[config.mk]
export PLATFORM = sky130hd
export DESIGN_NAME = hlu_divider
export DESIGN_NICKNAME = d
export VERILOG_FILES = /design/src/rtl/hlu_pkg.sv /design/src/rtl/hlu_divider.sv
export VERILOG_INCLUDE_DIRS = /design/src /design/src/rtl
export SDC_FILE = /design/constraint.sdc
export NUM_CORES = 1
export LEC_CHECK = 0
export BUFFER_PORTS_ARGS = -buffer_cell sky130_fd_sc_hd__clkbuf_2
export CORE_MARGIN = 2
export CORE_UTILIZATION = 55
export CTS_CLUSTER_SIZE = 8
export DETAILED_ROUTE_END_ITERATION = 12
export PLACE_DENSITY = 0.76
export SLEW_MARGIN = 40
export SYNTH_ARGS = -nofsm -noshare
export SYNTH_HDL_FRONTEND = slang
export SYNTH_SLANG_ARGS = --single-unit
export TNS_END_PERCENT = 1
[constraint.sdc]
create_clock -name clock -period 4.12 [get_ports clock]
set_clock_uncertainty 0.05 [all_clocks]
set_input_delay 0.618 -clock clock [delete_from_list [all_inputs] [get_ports clock]]
set_output_delay 0.618 -clock clock [all_outputs]
set_load 0.1 [all_outputs]
[src/rtl/hessenberg_lu_decompose_defines.svh]
// assertion macros shared by the hessenberg lu blocks
`ifndef HESSENBERG_LU_DECOMPOSE_DEFINES_SVH
`define HESSENBERG_LU_DECOMPOSE_DEFINES_SVH
`ifndef SYNTHESIS
// condition holds at every edge out of reset
`define HLU_ASSERT(lbl, clk, rst, cond) \
   lbl: assert property (@(posedge clk) disable iff (rst) (cond)) \
      else $error("hlu assertion failed");
// consequent holds in the same cycle as the antecedent
`define HLU_ASSERT_IMP(lbl, clk, rst, ante, cons) \
   lbl: assert property (@(posedge clk) disable iff (rst) (ante) |-> (cons)) \
      else $error("hlu assertion failed");
// consequent holds in the cycle after the antecedent
`define HLU_ASSERT_NXT(lbl, clk, rst, ante, cons) \
   lbl: assert property (@(posedge clk) disable iff (rst) (ante) |=> (cons)) \
      else $error("hlu assertion failed");
`else
`define HLU_ASSERT(lbl, clk, rst, cond)
`define HLU_ASSERT_IMP(lbl, clk, rst, ante, cons)
`define HLU_ASSERT_NXT(lbl, clk, rst, ante, cons)
`endif
`endif

[src/rtl/hlu_pkg.sv]
package hlu_pkg;

   // sizes
   localparam int HLU_MAX_SIZE  = 256;
   localparam int HLU_SIZE_W    = 9;
   localparam int HLU_DATA_W    = 32;
   localparam int HLU_IDX_W     = 8;
   localparam int HLU_FRAC_BITS = 16;
   localparam int HLU_DIV_STEPS = HLU_DATA_W + HLU_FRAC_BITS;

   localparam logic [HLU_SIZE_W-1:0] HLU_SIZE_RESET = 9'd4;

   // q16.16 limits
   localparam logic [HLU_DATA_W-1:0] HLU_Q_MAX = 32'h7fff_ffff;
   localparam logic [HLU_DATA_W-1:0] HLU_Q_MIN = 32'h8000_0000;

   typedef logic signed [HLU_DATA_W-1:0] hlu_data_type;
   typedef logic [HLU_IDX_W-1:0]         hlu_idx_type;

endpackage

[src/rtl/hlu_divider.sv]
`include "hessenberg_lu_decompose_defines.svh"

module hlu_divider
   import hlu_pkg::*;
(
   input  logic         clock,
   input  logic         reset,
   input  logic         start,
   input  hlu_data_type dividend,
   input  hlu_data_type divisor,
   output logic         done,
   output hlu_data_type quotient,
   output logic         clipped
);

   localparam int CNT_W = $clog2(HLU_DIV_STEPS);
   localparam int QW    = HLU_DIV_STEPS;
   localparam logic [CNT_W-1:0] STEP_LAST = CNT_W'(HLU_DIV_STEPS - 1);

   logic             busy_ff, busy_in;
   logic             done_ff, done_in;
   logic [CNT_W-1:0] cnt_ff, cnt_in;
   logic [32:0]      rem_ff, rem_in;
   logic [QW-1:0]    dvd_ff, dvd_in;
   logic [31:0]      dsr_ff, dsr_in;
   logic             neg_ff, neg_in;

   logic [31:0] mag_a;
   logic [31:0] mag_d;
   logic [32:0] shifted;
   logic [33:0] diff;
   logic        ge;

   // magnitudes of the operands; the dividend is scaled by 2^16 when loaded
   always_comb begin
      mag_a = dividend[31] ? ((~dividend) + 32'd1) : dividend;
      mag_d = divisor[31] ? ((~divisor) + 32'd1) : divisor;
   end

   // one restoring step: quotient bits shift in where dividend bits leave
   always_comb begin
      shifted = {rem_ff[31:0], dvd_ff[QW-1]};
      diff    = {1'b0, shifted} - {2'b00, dsr_ff};
      ge      = !diff[33];
   end

   always_comb begin
      busy_in = busy_ff;
      done_in = 1'b0;
      cnt_in  = cnt_ff;
      rem_in  = rem_ff;
      dvd_in  = dvd_ff;
      dsr_in  = dsr_ff;
      neg_in  = neg_ff;
      if (start) begin
         busy_in = 1'b1;
         cnt_in  = '0;
         rem_in  = '0;
         dvd_in  = {mag_a, {HLU_FRAC_BITS{1'b0}}};
         dsr_in  = mag_d;
         neg_in  = dividend[31] ^ divisor[31];
      end else if (busy_ff) begin
         rem_in = ge ? diff[32:0] : shifted;
         dvd_in = {dvd_ff[QW-2:0], ge};
         cnt_in = cnt_ff + 1'b1;
         if (cnt_ff == STEP_LAST) begin
            busy_in = 1'b0;
            done_in = 1'b1;
         end
      end
   end

   always_ff @(posedge clock) begin
      if (reset) begin
         busy_ff <= 1'b0;
         done_ff <= 1'b0;
         cnt_ff  <= '0;
      end else begin
         busy_ff <= busy_in;
         done_ff <= done_in;
         cnt_ff  <= cnt_in;
      end
   end

   always_ff @(posedge clock) begin
      rem_ff <= rem_in;
      dvd_ff <= dvd_in;
      dsr_ff <= dsr_in;
      neg_ff <= neg_in;
   end

   // sign and saturation of the finished quotient
   always_comb begin
      quotient = dvd_ff[31:0];
      clipped  = 1'b0;
      if (neg_ff) begin
         if ((dvd_ff[QW-1:32] != '0) || (dvd_ff[31] && (dvd_ff[30:0] != '0))) begin
            quotient = HLU_Q_MIN;
            clipped  = 1'b1;
         end else begin
            quotient = (~dvd_ff[31:0]) + 32'd1;
         end
      end else if (dvd_ff[QW-1:31] != '0) begin
         quotient = HLU_Q_MAX;
         clipped  = 1'b1;
      end
   end

   assign done = done_ff;

   `HLU_ASSERT_IMP(a_div_start_idle, clock, reset, start, !busy_ff)
   `HLU_ASSERT_IMP(a_div_divisor_nonzero, clock, reset, start, divisor != '0)
   `HLU_ASSERT_NXT(a_div_done_after_last, clock, reset, busy_ff && (cnt_ff == STEP_LAST) && !start, done_ff && !busy_ff)

endmodule

# ---- Word level (Yosys, flattened, before mapping)
# Cells that the tools add are included.
dict set report classes {
  n_addsub 5
  n_reduce_logical 9
  n_bitwise 5
  eq_ne 1
  muxes 15
}
# cell n
set op_table {}
lappend op_table {{32-bit two-way mux} 5}
lappend op_table {{32-bit by 1-bit adder with 32-bit output, second input constant} 3}
lappend op_table {{48-bit two-way mux} 2}
lappend op_table {{32-bit inverter} 3}
lappend op_table {{33-bit by 32-bit subtractor with 34-bit output} 1}
lappend op_table {{31-bit two-way mux} 1}
lappend op_table {{31-bit nonzero test} 1}
lappend op_table {{17-bit nonzero test} 1}
lappend op_table {{16-bit nonzero test} 1}
lappend op_table {{1-bit two-way mux} 7}
lappend op_table {{6-bit by 1-bit adder with 6-bit output, second input constant} 1}
lappend op_table {{6-bit == test, second input constant} 1}
lappend op_table {{3-bit OR reduction} 1}
lappend op_table {{2-bit nonzero test} 1}
lappend op_table {{2-bit OR reduction} 1}
lappend op_table {{1-bit logical AND} 1}
lappend op_table {{1-bit zero test} 1}
lappend op_table {{1-bit logical OR} 1}
lappend op_table {{1-bit inverter} 1}
lappend op_table {{1-bit XOR} 1}
dict set report word_totals {
  word_cells 44
  regBits 121
  inputBits 67
  output_inout_bits 34
}

# ---- Depth between registers and ports, before layout
dict set report logic_depth {
  word_depth 5
  ltp_mapped 13
}

# ---- Least setup slack after synthesis
# OpenSTA, ideal clock, no wires.
dict set report synth_path {
  kind {reg2out}
  startpoint {reg dvd_ff[0]}
  endpoint {out quotient[10]}
  slack_ps -2424
  arrival_time_ps 5876
  path_buffers 2
  required_time_ps 3452
  stages_incl_launch_ff 11
  cell_sequence {dfxtp_1 -> inv_1 -> ha_1 -> or3b_1 -> clkbuf_1 -> nor4_1 -> nand4_1 -> o21ai_4 -> nand3_1 -> clkbuf_1 -> o311ai_0}
}
dict set report synth_between {
  elab_chain_cells 5
  word_cells_on_any_way 7
  cone_classes {add/sub (1); mux (2); bitwise (1); reduce/logical (3)}
}
# element line_no
set synth_rtl {}
lappend synth_rtl {{start, declared} hlu_divider.sv:24} ;# logic [QW-1:0] dvd_ff, dvd_in;
lappend synth_rtl {{start signal, assigned} hlu_divider.sv:87} ;# dvd_ff <= dvd_in;
lappend synth_rtl {{parallel branches: the longest is 3 deep, another holds 32-bit by 1-bit adder with 32-bit output} -}
lappend synth_rtl {{32-bit two-way mux (*)} hlu_divider.sv:97} ;# if ((dvd_ff[QW-1:32] != '0) || (dvd_ff[31] && (dvd_ff[30:0] != '0))) begin
lappend synth_rtl {{32-bit two-way mux (*)} hlu_divider.sv:96} ;# if (neg_ff) begin
lappend synth_rtl {{end, declared} hlu_divider.sv:12} ;# output hlu_data_type quotient,
# Every way passes the cells marked *.

# ---- Final worst setup path
dict set report layout_path {
  startpoint {reg dvd_ff[6]}
  endpoint {out quotient[29]}
}
# The elaborated chain is that of the path after synthesis.

==> results.md <==
- Counting both buffers and inverters, the worst setup path holds a total of 1.
- The endpoint kind of the worst setup timing path is an output pin.
- The count of buffers from port buffering is 100.
- Adding up every negative setup slack in the final design gives 0 ns.
- The endpoint identified for the worst register-to-register timing path is rem_ff[10].
- TritonCTS built the clock tree.
- The initialized floorplan defines 46 standard-cell rows.
- Of the total power, the share spent switching nets is 0.328.
- In this run the worst setup path terminates at quotient[29].
- The cell count after synthesis came out at 1078.
- The startpoint of the most critical setup path is dvd_ff[6].
- The power per cell area is 388 nW/µm².
- The adder-cell area share of the yosys netlist is 0.0526.
- The worst stage delay on the critical path is 0.54 ns.
- Clock tree synthesis inserted a total of 17 buffers.
- For this run, asynchronously set or reset flops after synthesis account for 0.
- The fraction of post-synthesis cell area in the top cell type by area is 0.218.
- The total count of hold-check failures in the final report is 0.
- Across the run, the number of max-cap violations was 0.
- The final instance count without filler cells is 1385.
- The number of global-route vias before repair is 8021.
- The final net count is 1260.
- The initial detailed-routing violation count is approximately 730.
- The number of antenna diodes in the final layout is 0.
- The critical-path maximum fanout is 7.
- The share of total power dissipated in sequential elements is 0.339.
- The setup path with the least slack is of type reg -> out.
- The count of warnings emitted by yosys is 0.
- The iteration count of the initial detailed-routing pass is 6.
- The min-delay analysis places its worst path in the category in -> reg.
- The maximum clock insertion buffer count is 2.
- In the detailed route, the total length drawn on met2 is between 10 and 15 mm.
- In the final routed layout, each cell accounts on average for between 15 and 20 µm.
- The worst setup path is launched from a register.
- Of the synthesized area, sequential elements account for 0.344.
- The switching power total is 1420 µW.
- Of the cells placed in the final design, the portion with a size suffix greater than 1 is 0.184.
- Counting flops and latches in the post-synthesis netlist gives 121.
- The floorplan step defined a die boundary enclosing ~17000 µm².
- After detailed routing, the number of remaining DRC violations is 0.
- Setup violations remaining at the end of the flow were counted as 0.
- The fill cell total of the finished layout is ~1200.
- The die is 131 µm wide.
- The critical path depth is 9.
- The leading register cell type out of synthesis is sky130_fd_sc_hd__edfxtp_1.
- The slack of the worst reg-to-reg path is 0.29 ns.
- Pin placement for this block handled 101 I/O pins.
- The family of cells with the greatest summed delay on the critical path is simple AND/OR/NAND/NOR gates.
- The time the worst path needs with I/O delays and setup is about 4.0 ns.
- The met1 routed wirelength after detailed routing is about 10 mm.
- The share of cell area taken by muxes after synthesis is 0.0459.
- The slowest cell on the critical path is sky130_fd_sc_hd__or4_4.
- In this run the number of H-tree levels came out at 4.
- The total standard cell area after synthesis is 8940 µm².
- After clock tree synthesis, the clock-pin slew on the worst setup and hold paths is 0.05 ns.
- The total area of sequential cells is a little over 3000 µm².
- The total internal power is 2910 µW.
- The flow ran to the end, and the final reports show no timing, DRC or antenna violations.
- The number of nets with antenna violations after detailed routing is 0.
- The total count of max-transition violations in the final report is 0.
- Summing all non-filler instances in the final layout gives an area of 11100 µm².
- The share of total power dissipated in combinational logic is 0.303.
- The pin count of the biggest net entering global routing is between 50 and 60.
- The most repeated library cell on the critical path is sky130_fd_sc_hd__or4_4.
- The required time at the worst-slack endpoint is 3.45 ns.
- The measured slew at the worst slew-check pin is 0.649 ns.
- The maximum vdd ir drop is 0.305 mV.
- After global routing the overflow that remains totals 0.
- In the global route stage, overall resource usage came out at 0.262.
- Summed over all instances, the cell type with the most area after synthesis is sky130_fd_sc_hd__edfxtp_1.
- The total number of vias is 8316.
- The headroom to the max-slew limit is 0.564.
- Timing would allow up to 0.248 GHz.
- The worst path arrival time is approximately 3.4 ns.
- Dividing the detail-routed via count by the number of cells gives between 6 and 7.
- Clock tree synthesis selected as its root buffer the cell sky130_fd_sc_hd__clkbuf_16.
- In this run the vertical extent of the chip is 131 µm.
- The number of synthesized flops with an enable pin is 65.
- For this configuration, the core starts out at a cell density of 0.563.
- The synthesized-area fraction occupied by xor and xnor cells is 0.0882.
- The first-pass GRT wire length is between 30 and 40 mm.
- The share of total power in the clock network is 0.357.
- The HPWL after detailed placement is 16.4 mm.
- The area growth from synthesis to layout is 24.8%.
- The placed instance area is 10400 µm².
- By area, the combinational part of the netlist is dominated by compound AO/OA/AOI/OAI gates.
- The worst flop-to-flop path startpoint is dsr_ff[18].
- The per-instance average area after synthesis is 8.29 µm².
- The number of antenna violations at the first check in global routing was 0.
- The number of nets handed over by synthesis was 1182.
- The clock latency at the later pin of the worst-skew pair is ~0.42 ns.
- For this block, the routed nets add up to 22.7 mm of wire.
- The core region is about 16000 µm².
- The compound-cell area share of the yosys netlist was 0.212.
- In this run, placement finished with an instance count of 1349.
- Routed signal wires occupy layers up through met4.
- Dividing the final minimum period by the clock period gives 0.980.
- The multi-input combinational cells in the finished layout cover a total of 5810 µm².
- The total leakage power is 0.00439 µW.
- The signal on the critical path passes through or4_4 > or4_4 > or4_4 > or2_4 > nor4b_4 > nand3_1 > a21bo_1 > o311ai_4 > buf_12.
- The worst register-to-register path has a depth of 10.
- The clock sink count is around 120.
- Setup repair after global routing could not meet its margin everywhere.
- After synthesis, the netlist uses 70 different library cells.
- Of the total synthesized cell area, the portion taken by AND, OR, NAND and NOR gates is 0.207.
- The congestion estimate from routability-driven global placement came to about 0.97.
- The detailed-routed wire length on met3 is 1.11 mm.
- By area the synthesized netlist is led by sky130_fd_sc_hd__edfxtp_1 (22%), sky130_fd_sc_hd__dfxtp_1 (13%), sky130_fd_sc_hd__nand2_1 (5.8%).
-- cell type report --
class | instances | area share
multi-input cells | 837 | 0.521
clock buffers | 28 | 0.0531
well taps | 216 | 0.0242
repair buffers | 123 | 0.102
flip-flops and latches | 121 | 0.276
clock inverters | 4 | 0.00404
inverters | 56 | 0.0189
-- state kept, by name (all words and copies together), names as in the netlist --
register	cells
busy_ff	1
cnt_ff	6
done	1
dsr_ff	32
dvd_ff	48
neg_ff	1
rem_ff	32
-- worst register-to-register path: cells and delay by family (launching register included) --
family | cells | cell delay [ns]
compound gates | 5 | 1.59
simple gates | 1 | 0.84
buf+inv | 2 | 0.41
flops | 1 | 0.35
fa+ha+maj | 1 | 0.32
mux | 1 | 0.16
-- worst min path at each step --
| stage | from | to | slack [ns] | depth (start not counted) |
|---|---|---|---|---|
| 6_report | reset | busy_ff | 0.32 | 2 |
| 2_1_floorplan | rem_ff[2] | rem_ff[2] | 0.40 | 2 |
| 5_1_grt | reset | busy_ff | 0.31 | 2 |
| 3_5_place_dp | rem_ff[18] | rem_ff[18] | 0.45 | 2 |
| 3_3_place_gp | cnt_ff[5] | cnt_ff[5] | 0.42 | 2 |
| 4_1_cts | reset | busy_ff | 0.30 | 2 |
-- power by group through the flow --
stage,Combinational (µW),Sequential [µW],Clock (µW)
after floorplan,924,1460,0
after global placement,1260,1490,0
after detailed placement,1280,1490,0
after CTS,1300,1470,1570
after global routing,1400,1480,1620
final,1310,1470,1550
-- cells by family (layout without fill, tap and decap cells) --
kind of cell             Yosys count  after routing
AND/OR/NAND/NOR                  380            380
AO/OA/AOI/OAI                    289            289
flip-flops                       121            121
buffers and inverters            120            211
XOR/XNOR                          90             90
multiplexers                      41             41
adder cells (fa/ha/maj)           37             37
-- placed cells by master (no fill, tap or decap), types with 5 or more instances in the layout --
cell and n:
sky130_fd_sc_hd__o211ai_1 5, sky130_fd_sc_hd__or3_1 6, sky130_fd_sc_hd__or2_2 8, sky130_fd_sc_hd__o21ai_1 5
sky130_fd_sc_hd__mux2i_1 41, sky130_fd_sc_hd__nor2_1 83, sky130_fd_sc_hd__a21o_1 8, sky130_fd_sc_hd__nor4_1 14
sky130_fd_sc_hd__or4_1 21, sky130_fd_sc_hd__nor3_1 22, sky130_fd_sc_hd__edfxtp_1 65, sky130_fd_sc_hd__nand2b_1 7
sky130_fd_sc_hd__a211oi_1 23, sky130_fd_sc_hd__o31ai_1 23, sky130_fd_sc_hd__and3_1 11, sky130_fd_sc_hd__ha_1 35
sky130_fd_sc_hd__clkbuf_2 68, sky130_fd_sc_hd__o311ai_4 16, sky130_fd_sc_hd__o311ai_2 8, sky130_fd_sc_hd__clkbuf_16 21
sky130_fd_sc_hd__dfxtp_1 53, sky130_fd_sc_hd__xor2_1 32, sky130_fd_sc_hd__xnor2_1 58, sky130_fd_sc_hd__nand2_1 137
sky130_fd_sc_hd__nand3_1 26, sky130_fd_sc_hd__nand4_1 9, sky130_fd_sc_hd__buf_4 24, sky130_fd_sc_hd__a31oi_1 7
sky130_fd_sc_hd__o41ai_1 10, sky130_fd_sc_hd__o21ai_0 88, sky130_fd_sc_hd__buf_12 31, sky130_fd_sc_hd__a21oi_1 55
sky130_fd_sc_hd__a31o_2 5, sky130_fd_sc_hd__inv_1 55
-- metal layers --
| metal | vias up | global-route usage |
|---|---|---|
| met1 | 3869 | 0.327 |
| met3 | 46 | 0.0498 |
| met4 | 0 | 0.0972 |
| met2 | 266 | 0.449 |
| li1 | 4135 | - |
| met5 | - | 0 |
-- what timing repair did --
item	in CTS	in global routing
buffers inserted	3	1
hold buffers	0	0
resized for setup	5	6
gates cloned	0	0
pin swaps	5	2
endpoints found under the setup margin	21	23
-- Yosys cell counts, drive strengths merged (2+ instances only) --
cell type  count
buf           12
o31ai         23
nand4          9
nor3          22
ha            36
nor2          86
mux2i         41
dfxtp         56
or4           26
nand2        138
o31a           2
inv           55
o211a          2
nor2b          3
a22o           2
o21bai         3
nor4          16
a221oi         2
edfxtp        65
or2           11
a21o           8
a21oi         56
o21a           4
or3            6
nand3         28
o41ai         11
nor4b          2
or3b           2
xnor2         58
clkbuf        52
a31o           5
and4           3
nand3b         2
a31oi          7
o211ai         5
a211oi        23
nor3b          3
o21ai         94
and2           4
nand2b         7
xor2          32
and3          11
o221ai         2
a311oi         4
o311ai        26
-- per-stage QoR --
step	hold slack (ns)	total power, µW	setup slack (ns)	utilization
2_1_floorplan	0.403	2380	-0.411	-
3_3_place_gp	0.420	2750	0.286	0.657
3_5_place_dp	0.446	2770	0.220	0.657
4_1_cts	0.301	4340	0.0211	0.700
5_1_grt	0.315	4510	-0.0691	0.702
6_report	0.317	4330	0.0812	0.702
Note: power is estimated with default switching activity, not from simulation.
